**config.mk**
```make
export PLATFORM = sky130hd
export DESIGN_NAME = command_frame_receiver_top
export DESIGN_NICKNAME = d
export VERILOG_FILES = /design/src/design/cfr_pkg.sv /design/src/design/command_frame_receiver_top.sv
export VERILOG_INCLUDE_DIRS = /design/src /design/src/design
export SDC_FILE = /design/constraint.sdc
export NUM_CORES = 1
export LEC_CHECK = 0
export BUFFER_PORTS_ARGS = -buffer_cell sky130_fd_sc_hd__buf_2
export CAP_MARGIN = 20
export CORE_MARGIN = 3
export CORE_UTILIZATION = 23
export CTS_BUF_LIST = sky130_fd_sc_hd__clkbuf_8
export CTS_CLUSTER_SIZE = 24
export DETAILED_ROUTE_END_ITERATION = 8
export GPL_TIMING_DRIVEN = 1
export SLEW_MARGIN = 20
export SYNTH_ARGS = -nofsm -noshare
export SYNTH_HDL_FRONTEND = slang
export SYNTH_SLANG_ARGS = --single-unit
```
**constraint.sdc**
```tcl
create_clock -name aclk -period 2.2 [get_ports aclk]
set_clock_uncertainty 0.1 [all_clocks]
set_input_delay 0.44 -clock aclk [delete_from_list [all_inputs] [get_ports aclk]]
set_output_delay 0.44 -clock aclk [all_outputs]
set_load 0.01 [all_outputs]
```
**src/design/command_frame_receiver_top_assert.svh**
```systemverilog
// ----------------------------------------------------------------------------
// command_frame_receiver_top_assert.svh
// assertion macros for the command frame receiver
// ----------------------------------------------------------------------------
`ifndef COMMAND_FRAME_RECEIVER_TOP_ASSERT_SVH
`define COMMAND_FRAME_RECEIVER_TOP_ASSERT_SVH

`ifndef ASSERT_OFF

// checked outside reset
`define CFR_ASSERT(label, prop) \
    label: assert property (@(posedge aclk) disable iff (!aresetn) prop) \
        else $error("cfr assertion failed");

// checked at every edge, reset included
`define CFR_ASSERT_ALWAYS(label, prop) \
    label: assert property (@(posedge aclk) prop) \
        else $error("cfr assertion failed");

`else

`define CFR_ASSERT(label, prop)
`define CFR_ASSERT_ALWAYS(label, prop)

`endif

`endif

```
**src/design/cfr_pkg.sv**
```systemverilog
// ----------------------------------------------------------------------------
// cfr_pkg
// constants and types of the command frame receiver
// ----------------------------------------------------------------------------
package cfr_pkg;

    localparam int PAYLOAD_BYTES_DEF = 18;

    localparam logic [7:0] HDR_FIRST  = 8'h24;
    localparam logic [7:0] HDR_SECOND = 8'h3C;

    localparam int DOSE_W = 14;

    localparam logic [7:0] TYPE_CLEAR       = 8'd0;
    localparam logic [7:0] TYPE_DOSE        = 8'd1;
    localparam logic [7:0] TYPE_VENTILATION = 8'd2;
    localparam logic [7:0] TYPE_BLUE_LED    = 8'd3;
    localparam logic [7:0] TYPE_SENSORS     = 8'd4;
    localparam logic [7:0] TYPE_RED_TEMP    = 8'd5;
    localparam logic [7:0] TYPE_RED_INFO    = 8'd6;
    localparam logic [7:0] TYPE_SERVICE     = 8'd7;

    typedef enum logic [2:0] {
        PH_HUNT    = 3'b001,
        PH_DOLLAR  = 3'b010,
        PH_COLLECT = 3'b100
    } phase_t;

    // argument times 48 as two shifted adds
    function automatic logic [DOSE_W-1:0] dose_scale(input logic [7:0] arg);
        logic [DOSE_W-1:0] wide;
        wide = {{(DOSE_W-8){1'b0}}, arg};
        return (wide << 5) + (wide << 4);
    endfunction

endpackage

```
**src/design/command_frame_receiver_top.sv**
```systemverilog
// ----------------------------------------------------------------------------
// command_frame_receiver_top
// byte stream command frame receiver with held settings
// ----------------------------------------------------------------------------
// Input channel s_*: one received serial byte per request (s_rx_byte).
// The block hunts for the header '$' '<', then collects PAYLOAD_BYTES bytes;
// the last one must equal the XOR of the others. After the last payload byte
// of every frame one request leaves on m_*: checksum flag, frame type, a
// clear-counters pulse and the held settings as they stand after the frame.
// Bytes outside a frame give no result.
// A byte is registered at the input, then decoded; the decode of a frame's
// last byte loads the result register and raises m_valid.
// Throughput: one byte per cycle unless a closing byte waits on a held result,
// set by the single decode step between the input and result registers.
// Reset (aresetn low, synchronous): header hunt restarts, both registers
// empty, all held settings zero.
// Stall: while m_ready is low a waiting result holds; bytes that give no
// result keep flowing, and a byte that closes a frame waits in the input
// register, after which s_ready drops.
// ----------------------------------------------------------------------------
`include "command_frame_receiver_top_assert.svh"

module command_frame_receiver_top #(
    parameter int PAYLOAD_BYTES = cfr_pkg::PAYLOAD_BYTES_DEF
) (
    input  logic                      aclk,
    input  logic                      aresetn,
    input  logic                      s_valid,
    output logic                      s_ready,
    input  logic [7:0]                s_rx_byte,
    output logic                      m_valid,
    input  logic                      m_ready,
    output logic                      m_checksum_ok,
    output logic [7:0]                m_frame_type,
    output logic                      m_clear_counters,
    output logic [cfr_pkg::DOSE_W-1:0] m_dose_value,
    output logic [7:0]                m_ventilation_on,
    output logic [7:0]                m_blue_led_on,
    output logic [7:0]                m_right_sensor_enable,
    output logic [7:0]                m_left_sensor_enable,
    output logic [7:0]                m_red_temp_led,
    output logic [7:0]                m_red_info_led,
    output logic [7:0]                m_service_mode
);

    localparam int IDX_W = $clog2(PAYLOAD_BYTES);
    localparam logic [IDX_W-1:0] LAST_IDX = IDX_W'(PAYLOAD_BYTES - 1);

    logic                 in_valid_reg, in_valid_next;
    logic [7:0]           in_byte_reg, in_byte_next;

    cfr_pkg::phase_t      phase_reg, phase_next;
    logic [IDX_W-1:0]     idx_reg, idx_next;
    logic [7:0]           xor_reg, xor_next;
    logic [7:0]           type_reg, type_next;
    logic [7:0]           arg1_reg, arg1_next;
    logic [7:0]           arg2_reg, arg2_next;

    logic [cfr_pkg::DOSE_W-1:0] dose_reg, dose_next;
    logic [7:0]           vent_reg, vent_next;
    logic [7:0]           blue_reg, blue_next;
    logic [7:0]           right_reg, right_next;
    logic [7:0]           left_reg, left_next;
    logic [7:0]           rtemp_reg, rtemp_next;
    logic [7:0]           rinfo_reg, rinfo_next;
    logic [7:0]           service_reg, service_next;

    logic                 out_valid_reg, out_valid_next;
    logic                 ok_reg, ok_next;
    logic [7:0]           otype_reg, otype_next;
    logic                 clr_reg, clr_next;

    logic                 closes_frame;
    logic                 advance;
    logic                 ok;

    assign closes_frame = (phase_reg == cfr_pkg::PH_COLLECT) && (idx_reg == LAST_IDX);
    assign advance = in_valid_reg && (!closes_frame || !out_valid_reg || m_ready);
    assign s_ready = !in_valid_reg || advance;
    assign ok = (in_byte_reg == xor_reg);

    always_comb begin
        in_valid_next = in_valid_reg && !advance;
        in_byte_next  = in_byte_reg;
        if (s_valid && s_ready) begin
            in_valid_next = 1'b1;
            in_byte_next  = s_rx_byte;
        end
    end

    always_comb begin
        phase_next     = phase_reg;
        idx_next       = idx_reg;
        xor_next       = xor_reg;
        type_next      = type_reg;
        arg1_next      = arg1_reg;
        arg2_next      = arg2_reg;
        dose_next      = dose_reg;
        vent_next      = vent_reg;
        blue_next      = blue_reg;
        right_next     = right_reg;
        left_next      = left_reg;
        rtemp_next     = rtemp_reg;
        rinfo_next     = rinfo_reg;
        service_next   = service_reg;
        out_valid_next = out_valid_reg && !m_ready;
        ok_next        = ok_reg;
        otype_next     = otype_reg;
        clr_next       = clr_reg;

        if (advance) begin
            unique case (phase_reg)
                cfr_pkg::PH_HUNT: begin
                    phase_next = (in_byte_reg == cfr_pkg::HDR_FIRST) ?
                                 cfr_pkg::PH_DOLLAR : cfr_pkg::PH_HUNT;
                end
                cfr_pkg::PH_DOLLAR: begin
                    if (in_byte_reg == cfr_pkg::HDR_SECOND) begin
                        phase_next = cfr_pkg::PH_COLLECT;
                        idx_next   = '0;
                        xor_next   = '0;
                    end else if (in_byte_reg != cfr_pkg::HDR_FIRST) begin
                        phase_next = cfr_pkg::PH_HUNT;
                    end
                end
                cfr_pkg::PH_COLLECT: begin
                    if (!closes_frame) begin
                        if (idx_reg == IDX_W'(0)) type_next = in_byte_reg;
                        if (idx_reg == IDX_W'(1)) arg1_next = in_byte_reg;
                        if (idx_reg == IDX_W'(2)) arg2_next = in_byte_reg;
                        xor_next = xor_reg ^ in_byte_reg;
                        idx_next = idx_reg + IDX_W'(1);
                    end else begin
                        clr_next = 1'b0;
                        if (ok) begin
                            case (type_reg)
                                cfr_pkg::TYPE_CLEAR:       clr_next = 1'b1;
                                cfr_pkg::TYPE_DOSE:        dose_next = cfr_pkg::dose_scale(arg1_reg);
                                cfr_pkg::TYPE_VENTILATION: vent_next = arg1_reg;
                                cfr_pkg::TYPE_BLUE_LED:    blue_next = arg1_reg;
                                cfr_pkg::TYPE_SENSORS: begin
                                    right_next = arg1_reg;
                                    left_next  = arg2_reg;
                                end
                                cfr_pkg::TYPE_RED_TEMP:    rtemp_next = arg1_reg;
                                cfr_pkg::TYPE_RED_INFO:    rinfo_next = arg1_reg;
                                cfr_pkg::TYPE_SERVICE:     service_next = arg1_reg;
                                default: ;
                            endcase
                        end
                        phase_next     = cfr_pkg::PH_HUNT;
                        idx_next       = '0;
                        xor_next       = '0;
                        out_valid_next = 1'b1;
                        ok_next        = ok;
                        otype_next     = type_reg;
                    end
                end
                default: begin
                    phase_next = cfr_pkg::PH_HUNT;
                end
            endcase
        end
    end

    always_ff @(posedge aclk) begin
        if (!aresetn) begin
            in_valid_reg  <= 1'b0;
            out_valid_reg <= 1'b0;
            phase_reg     <= cfr_pkg::PH_HUNT;
            idx_reg       <= '0;
            xor_reg       <= '0;
            dose_reg      <= '0;
            vent_reg      <= '0;
            blue_reg      <= '0;
            right_reg     <= '0;
            left_reg      <= '0;
            rtemp_reg     <= '0;
            rinfo_reg     <= '0;
            service_reg   <= '0;
        end else begin
            in_valid_reg  <= in_valid_next;
            out_valid_reg <= out_valid_next;
            phase_reg     <= phase_next;
            idx_reg       <= idx_next;
            xor_reg       <= xor_next;
            dose_reg      <= dose_next;
            vent_reg      <= vent_next;
            blue_reg      <= blue_next;
            right_reg     <= right_next;
            left_reg      <= left_next;
            rtemp_reg     <= rtemp_next;
            rinfo_reg     <= rinfo_next;
            service_reg   <= service_next;
        end
    end

    always_ff @(posedge aclk) begin
        in_byte_reg <= in_byte_next;
        type_reg    <= type_next;
        arg1_reg    <= arg1_next;
        arg2_reg    <= arg2_next;
        ok_reg      <= ok_next;
        otype_reg   <= otype_next;
        clr_reg     <= clr_next;
    end

    // held settings only change when a result is loaded, so they follow it
    assign m_valid               = out_valid_reg;
    assign m_checksum_ok         = ok_reg;
    assign m_frame_type          = otype_reg;
    assign m_clear_counters      = clr_reg;
    assign m_dose_value          = dose_reg;
    assign m_ventilation_on      = vent_reg;
    assign m_blue_led_on         = blue_reg;
    assign m_right_sensor_enable = right_reg;
    assign m_left_sensor_enable  = left_reg;
    assign m_red_temp_led        = rtemp_reg;
    assign m_red_info_led        = rinfo_reg;
    assign m_service_mode        = service_reg;

    `CFR_ASSERT_ALWAYS(a_reset_clears,
        !aresetn |=> !m_valid && !in_valid_reg && phase_reg == cfr_pkg::PH_HUNT)
    `CFR_ASSERT(a_clear_needs_pass,
        m_valid && m_clear_counters |-> m_checksum_ok && m_frame_type == cfr_pkg::TYPE_CLEAR)
    `CFR_ASSERT(a_blocked_byte_holds,
        in_valid_reg && !advance |=> in_valid_reg && $stable(in_byte_reg))
    `CFR_ASSERT(a_index_in_range, phase_reg == cfr_pkg::PH_COLLECT |-> idx_reg <= LAST_IDX)

endmodule

```
Yosys cells after proc, flatten, opt, wreduce, memory -nomap -nowiden
Cells that the tools add are included.
- add/sub/neg operators: 2
- eq/ne operators: 20
- mux-type cells: 16
- bitwise gates (word level): 2
- reductions and logical operators: 29
- operators with widths (operator ; count):
    5-bit AND reduction ; 7
    8-bit by 3-bit equality test with 1-bit output (second input constant) ; 4
    8-bit by 2-bit equality test with 1-bit output (second input constant) ; 2
    8-bit by 6-bit equality test with 1-bit output (second input constant) ; 2
    8-bit 2-to-1 mux ; 2
    8-bit one-hot mux with 2 select lines ; 1
    13-bit by 12-bit adder with 14-bit output ; 1
    4-bit AND reduction ; 3
    5-bit 2-to-1 mux ; 2
    5-bit one-hot mux with 2 select lines ; 1
    3-bit 2-to-1 mux ; 3
    3-bit one-hot mux with 3 select lines ; 1
    3-bit AND reduction ; 3
    8-bit by 1-bit equality test with 1-bit output (second input constant) ; 1
    8-bit equality test ; 1
    8-bit zero test ; 1
    8-bit by 6-bit != test with 1-bit output (second input constant) ; 1
    8-bit XOR ; 1
    5-bit by 1-bit adder with 5-bit output (second input constant) ; 1
    5-bit by 1-bit equality test with 1-bit output (second input constant) ; 1
    5-bit by 2-bit equality test with 1-bit output (second input constant) ; 1
    5-bit equality test (second input constant) ; 1
    1-bit logical AND ; 5
    1-bit zero test ; 5
    11 further kinds ; 18
- register bits after elaboration: 130
- input port bits: 12

Depth between registers and ports, before layout
Gate-level depths: netlist of the first run.
- depth after elaboration: 9
- gate-level depth with buffers: 8
- mapped depth without buffers: 7

Worst setup path after synthesis of the first run
OpenSTA, ideal clock, no wires.
- path type: reg-to-reg
- start point: register type_reg[5]
- end point: register dose_reg, in the netlist m_dose_value[13]
- setup time: 115 ps
- data arrival time: 2114 ps
- data required time: 1985 ps
- setup slack: -129 ps
- cell stages (with the launch flop): 7
- buffers on the path: 1
- clock period less this slack: 2329 ps
- path through: edfxtp_1 > or4_4 > or4_4 > nor4_4 > buf_6 > o21ai_0 > o21ba_1
- cells in the longest elaborated chain, start to end: 2
- RTL lines (what ; RTL line ; text):
    start, declared ; command_frame_receiver_top.sv:55 ; logic [7:0] type_reg, type_next;
    start signal, assigned ; command_frame_receiver_top.sv:200 ; type_reg <= type_next;
    8-bit by 1-bit equality test with 1-bit output ; command_frame_receiver_top.sv:136 ; case (type_reg)
    5-bit AND reduction (no source line) ; - ;
    end signal, assigned ; command_frame_receiver_top.sv:187 ; dose_reg <= dose_next;
    end, declared ; command_frame_receiver_top.sv:59 ; logic [cfr_pkg::DOSE_W-1:0] dose_reg, dose_next;
Every way passes these cells.
A chain may end at the register's enable or synchronous reset.

Final worst setup path of the first run
- start point: register type_reg[4]
- end point: register rtemp_reg[6] (netlist: m_red_temp_led[6])
- cells in the longest elaborated chain, start to end: 2
- RTL lines (what ; RTL line ; text):
    8-bit by 3-bit equality test with 1-bit output ; command_frame_receiver_top.sv:136 ;
    5-bit AND reduction (no source line) ; - ;
    end signal, assigned ; command_frame_receiver_top.sv:192 ; rtemp_reg <= rtemp_next;
    end, declared ; command_frame_receiver_top.sv:64 ; logic [7:0] rtemp_reg, rtemp_next;
Every way passes these cells.

==> out/qor.yml, run 1 <==
layout_cells_sized_above_1_pct: 36.41
drt-initial-drc-count: 157
synthesis.yosys.warnings: 0
synthArstFlopShare_pct: 0
synthTopCellsByArea: "dfxtp_1, edfxtp_1, mux2i_1, nand2_1, ha_1"
synth_top_flop_cell: "dfxtp_1"
cpPeakStageDelay_ns: 0.55
synthesis.area_um2: 5200
critical_path.max_fanout: 8
gpl.final_weighted_congestion: 0.7938
die_width_um: 156.4
antenna_found_initial: 0
antenna_left: 0
distinct_cell_type_count_after_synthesis: 56
ios: 94
critPathKind: "reg2reg"
post_drt_via_cell_ratio: 4.192
track_usage_pct: 11.54
initial_core_util_pct: 23.61
post_drt_wl_per_cell_um: 15.36
clock_insertion_delay_worst_skew_ns: 0.44
syn_avg_cell_area_um2: 11.56
min_period_ns: 2.317
cp-end-kind: "flip-flop"
max_freq_ghz: 0.4315
power_leakage_nw: 3.068
htree_levels: 4
critical_path.most_common_cell: "or4_4"
antennaDiodeCount: 0
irDropWorstVdd_uv: 274.3
place_hpwl_um: 9676
rows: 54
clk_transition_reported_paths_ns: 0.08
min-delay-path-class: "in2reg"
cp-start-kind: "flip-flop"
cts_hold_buffers: 0
synthToLayoutAreaGrowth_pct: 35.27
ys_seq_area_share_pct: 56.59
postSynthCellCount: 450
grt_max_degree: 39
utilization_pct: 31.94
cts_tree: "done"
timing.critical_path.required_ns: 2.40
crit_path_setup_slack_layout_ns: -0.1173
global_route.overflow_total: 0
yosysTopAreaCellShare_pct: 32.34
status: "finished with violations"
global_route_wire_length_before_repair_um: 21420
hold_ws_ns: 0.06656
placeableCoreArea_um2: 22030
netlist.top_cell.by_area: "dfxtp_1"
final-hold-violation-count: 0
dieHeight_um: 156.4
area.sequential_um2: 2945
clock-root-buffer: "clkbuf_8"
violations: "setup timing"
finalNetCount: 631
max_cap_violations: 0
slowest_stage: "or4_4"
power_density_nw_per_um2: 649.2
setup_tns_ns: -1.626
vias: 3764
fill_cells: 2280
die-area_um2: 24450
final_max_slew_viol_count: 0
largest_register_ff_count: 10
pre_cts_slack_ns: -0.1383
port_buffers: 89
detailedRoute.firstPassIterationCount: 4
synth.ff_latch_count: 126
drc_violation_count_after_routing: 0
final-setup-viol-count: 32
worstPathCellList: "or4_4, buf_4, buf_6, nor2_4, nand3_2, or4_4, mux2i_1"
drt_total_wl_um: 13790
area_occupied_by_multi_input_gates_um2: 2237
cts_buffer_depth: 2
cts.sink_count: 126
final_min_period_over_clock_period_pct: 105.3
synth_edf_count: 42
first_global_vias: 3809
cp.arrival_ns: 2.52
tritoncts.num_buffers: 17
grt_setup_unrepaired: "yes"
==> per-stage QoR <==
stage,power [mW],instance area [µm²],instances
after floorplan,2.548,5220,453
after global placement,2.622,6375,855
after detailed placement,2.623,6375,855
after CTS,4.654,6885,894
after global routing,4.776,7034,898
final,4.567,7034,898
==> layer usage <==
| metal | vias up | wire length, µm | track usage (%) |
|---|---|---|---|
| met4 | 0 | 283 | 4.794 |
| met3 | 24 | 648 | 3.844 |
| met5 | - | 0 | 0 |
| met2 | 61 | 6773 | 19.05 |
| met1 | 1800 | 6084 | 13.82 |
| li1 | 1879 | - | - |
==> cell type report <==
cell class | count | share of cell area (%)
clock inverter | 14 | 2.010
timing repair buffer | 157 | 15.28
clock buffer | 18 | 3.522
inverter | 10 | 0.5336
tap | 280 | 4.980
multi-input combinational | 293 | 31.80
sequential | 126 | 41.87
==> placed cells by master, fill, tap and decap left out, types with 4 or more instances in the layout <==
master / instances
buf_12: 5
a21oi_1: 5
nor2_1: 14
buf_2: 88
conb_1: 4
clkbuf_8: 18
nor2b_1: 11
xor2_1: 10
dfxtp_1: 82
a21oi_2: 4
nand2_1: 75
or4_4: 4
inv_1: 9
buf_4: 54
o211ai_1: 8
xnor2_1: 13
edfxtp_1: 42
clkinv_2: 4
ha_1: 12
mux2i_1: 64
buf_6: 9
==> cell families (layout without fill, tap and decap cells) <==
| group | after synthesis | after routing | share of synthesized area (%) |
|---|---|---|---|
| xor+xnor | 23 | 23 | 3.874 |
| other cells | 1 | 4 | 0.07212 |
| compound gates | 40 | 40 | 5.149 |
| fa+ha+maj | 14 | 14 | 3.513 |
| simple gates | 147 | 147 | 15.09 |
| mux | 65 | 65 | 12.54 |
| buf+inv | 34 | 199 | 3.176 |
| flops | 126 | 126 | 56.59 |
==> cells in the mapped netlist (2+ instances only) <==
master and instances:
or3_1 3, xnor2_1 13, o31ai_1 2, clkbuf_1 14
o21a_1 2, edfxtp_1 42, xor2_1 10, buf_4 5
nor3b_1 2, ha_1 13, nand2_1 77, nand3b_1 2
or4_1 3, o21ai_0 6, mux2i_1 64, nand3_1 5
nor4_4 2, nor2b_1 11, buf_2 3, dfxtp_1 84
inv_1 10, nand4_1 2, a21boi_0 2, buf_6 2
a21o_1 3, and2_1 3, and3_1 2, nor2_1 15
nand2b_1 2, o21bai_1 2, a21oi_1 9, o211ai_1 8
or4_4 2, nor4b_1 3
==> final timing paths <==
kind	startpoint	to	slack, ns	cells after the start
hold reg to reg	m_service_mode[0]$_SDFFE_PN0P_	m_service_mode[0]$_SDFFE_PN0P_	0.36	2
hold / removal	s_rx_byte[1]	in_byte_reg[1]$_DFFE_PP_	0.07	1
setup / recovery	type_reg[4]$_DFFE_PP_	m_red_temp_led[6]$_SDFFE_PN0P_	-0.12	7
setup reg to reg	type_reg[4]$_DFFE_PP_	m_red_temp_led[6]$_SDFFE_PN0P_	-0.12	7
==> power breakdown <==
group | switching, mW | leakage (nW) | internal, mW
Clock | 0.958 | 0.195 | 1.03
Combinational | 0.0944 | 1.81 | 0.0578
Sequential | 0.00907 | 1.06 | 2.41
==> timing repair <==
| item | 4_1_cts | 5_1_grt |
|---|---|---|
| endpoints found under the setup margin | 36 | 80 |
| pin swaps | 7 | 13 |
| resized for setup | 13 | 32 |
| cloned | 1 | 0 |
| buffers inserted | 6 | 6 |
==> worst max-delay path, delay by kind of cell (launching register included) <==
family                 cells  cell delay [ns]
flip-flops                 1             0.38
AND/OR/NAND/NOR            4             1.27
multiplexers               1             0.16
buffers and inverters      2             0.27
(Power assumes the default switching activity.)
==> inputs of run 2 (changes only) <==
Settings changed: CORE_MARGIN 3 to 1.
Clock period 2.2 ns to 3 ns, I/O delays scaled along.
==> out/qor.yml, run 2 (synthesized netlist as in run 1, its figures left out) <==
post_drt_wl_per_cell_um: 16.21  # +5.5%
irDropWorstVdd_uv: 286.5  # +4.5%
crit_family: "simple AND/OR/NAND/NOR gates"
detailedRoute.firstPassIterationCount: 7  # +3
holdCritStartpoint: "s_rx_byte[2]"
track_usage_pct: 12.31  # +0.76 points
setup_tns_ns: 0  # +1.626 ns
cts_tree: "done"
worst_r2r_startpoint: "in_byte_reg[3]$_DFFE_PP_"
layout.cells.most_common: "buf_2"
worstPathCellList: "xnor2_1, nand4_1, or2_2, or4_1, mux2i_1"
dieHeight_um: 152.4  # -2.6%
rows: 54  # unchanged
tightest_slew_ns: 0.5984
post_drt_via_cell_ratio: 4.185  # -0.15%
antennaDiodeCount: 0  # unchanged
die-area_um2: 23210  # -5.1%
postCtsSetupRepairBufs: 0  # -6
crit_path_setup_slack_layout_ns: 0.4393  # +0.5567 ns
slowest_stage: "or4_1"
layout.cells.most_common_list: "buf_2, dfxtp_1, nand2_1"
crit_path_end: "m_red_temp_led[0]$_SDFFE_PN0P_"
grt_setup_unrepaired: "no"
pwr-share-seq_pct: 53.5  # +0.4 points
cp-start-kind: "flip-flop"
cp-end-kind: "flip-flop"
cts_resized: 0  # -13
timing.critical_path.required_ns: 3.21  # +0.81 ns
clock_insertion_delay_worst_skew_ns: 0.44  # about the same
grt_max_degree: 41  # +5.1%
critPathKind: "reg2reg"
synthToLayoutAreaGrowth_pct: 22.43
place_hpwl_um: 9703  # +0.28%
final_min_period_over_clock_period_pct: 85.36  # -20 points
min-delay-path-class: "in2reg"
drt-initial-drc-count: 213  # +36%
placeableCoreArea_um2: 22030  # unchanged
post_dp_cell_area_um2: 5977  # -6.2%
max_cap_violations: 0  # unchanged
cts_hold_buffers: 0  # unchanged
antenna_left: 0  # unchanged
cpPeakStageDelay_ns: 0.76  # +0.21 ns
first_global_vias: 3500  # -8.1%
cp.depth: 5  # -2
cts.sink_count: 126  # unchanged
final-hold-violation-count: 0  # unchanged
max_transition_margin_pct: 60.11
vias: 3528  # -6.3%
ios: 94  # unchanged
drt_total_wl_um: 13660  # -0.94%
critical_path.max_fanout: 8  # unchanged
reg2reg_to: "m_red_temp_led[0]$_SDFFE_PN0P_"
initial_core_util_pct: 23.61  # unchanged
final-setup-viol-count: 0  # -100%
finalInstanceArea_um2: 6366  # -9.5%
max_freq_ghz: 0.3905  # -9.5%
ff2ff_path_depth: 5  # -2
rrSetupSlack_ns: 0.44  # +0.56 ns
port_buffers: 89  # unchanged
final_max_slew_viol_count: 0  # unchanged
net-switching-power_mw: 0.7414  # -30%
min_period_ns: 2.561  # +0.2433 ns
cell_internal_pwr_mw: 2.596  # -26%
pwr-share-clk_pct: 44.2  # +0.6 points
layout_cells_sized_above_1_pct: 25.58  # -11 points
drc_violation_count_after_routing: 8  # +8
pre_cts_slack_ns: 0.4359  # +0.5743 ns
violations: "DRC"
htree_levels: 4  # unchanged
clock-root-buffer: "clkbuf_8"
utilization_pct: 28.90  # -3.0 points
cts_buffer_depth: 2  # unchanged
antenna_found_initial: 0  # unchanged
largest_register_ff_count: 10  # unchanged
clk_transition_reported_paths_ns: 0.07  # about the same
cp.arrival_ns: 2.77  # +0.25 ns
power_density_nw_per_um2: 524.3  # -19%
power_leakage_nw: 2.736  # -11%
die_width_um: 152.4  # -2.6%
cp.buffers_inverters: 0  # -2
power.share.switching_pct: 22.21  # -1.0 points
global_route_wire_length_before_repair_um: 21180  # -1.1%
global_route.overflow_total: 0  # unchanged
finalNetCount: 576  # -8.7%
pwr-share-comb_pct: 2.2  # -1.1 points
gpl.final_weighted_congestion: 0.8298  # +4.5%
tritoncts.num_buffers: 17  # unchanged
status: "finished with violations"
startpoint: "in_byte_reg[3]$_DFFE_PP_"
==> run 2: cell types whose count changed in the layout (fill, tap and decap cells not counted), sizes merged <==
| cell | delta |
|---|---|
| clkbuf | -1 |
| buf | -55 |
| clkinv | +1 |
| inv | -1 |
| bufinv | +1 |
==> run 2: layout make-up <==
type	instances	area, µm²
fill	2305	15660
sequential	126	2943
multi-input combinational	293	2103
timing repair buffer	102	543.0
tap	280	350.3
clock buffer	17	234.0
clock inverter	15	155.1
inverter	10	37.54
==> run 2: through the flow <==
step	hold slack [ns]	power, mW	cells
after global routing	0.2172	3.473	843
after CTS	0.2315	3.378	843
after global placement	0.3404	1.900	811
after detailed placement	0.3430	1.900	811
final	0.2537	3.337	843
after floorplan	0.3244	1.869	453
==> run 2: worst min path at each step <==
stage	endpoint	cells past startpoint
after global placement	m_right_sensor_enable[3]$_SDFFE_PN0P_	2
after CTS	in_byte_reg[2]$_DFFE_PP_	1
after global routing	in_byte_reg[2]$_DFFE_PP_	1
after floorplan	m_frame_type[2]$_DFFE_PP_	0
after detailed placement	m_frame_type[6]$_DFFE_PP_	0
final	in_byte_reg[2]$_DFFE_PP_	1
==> run 2: layer usage <==
layer	part of all wire [%]	GRT usage (%)	up-vias	routed length (µm)
li1	-	-	1762	-
met4	1.2	4.616	0	167
met1	45	15.10	1675	6107
met5	0	0	-	0
met3	5.3	3.669	11	722
met2	49	20.30	80	6664
==> run 2: power groups by stage <==
stage	clock network (mW)	logic, mW	registers, mW
final	1.48	0.0742	1.79
after global routing	1.60	0.0809	1.79
after CTS	1.52	0.0756	1.79
after detailed placement	0	0.0751	1.83
after global placement	0	0.0760	1.82
after floorplan	0	0.0484	1.82
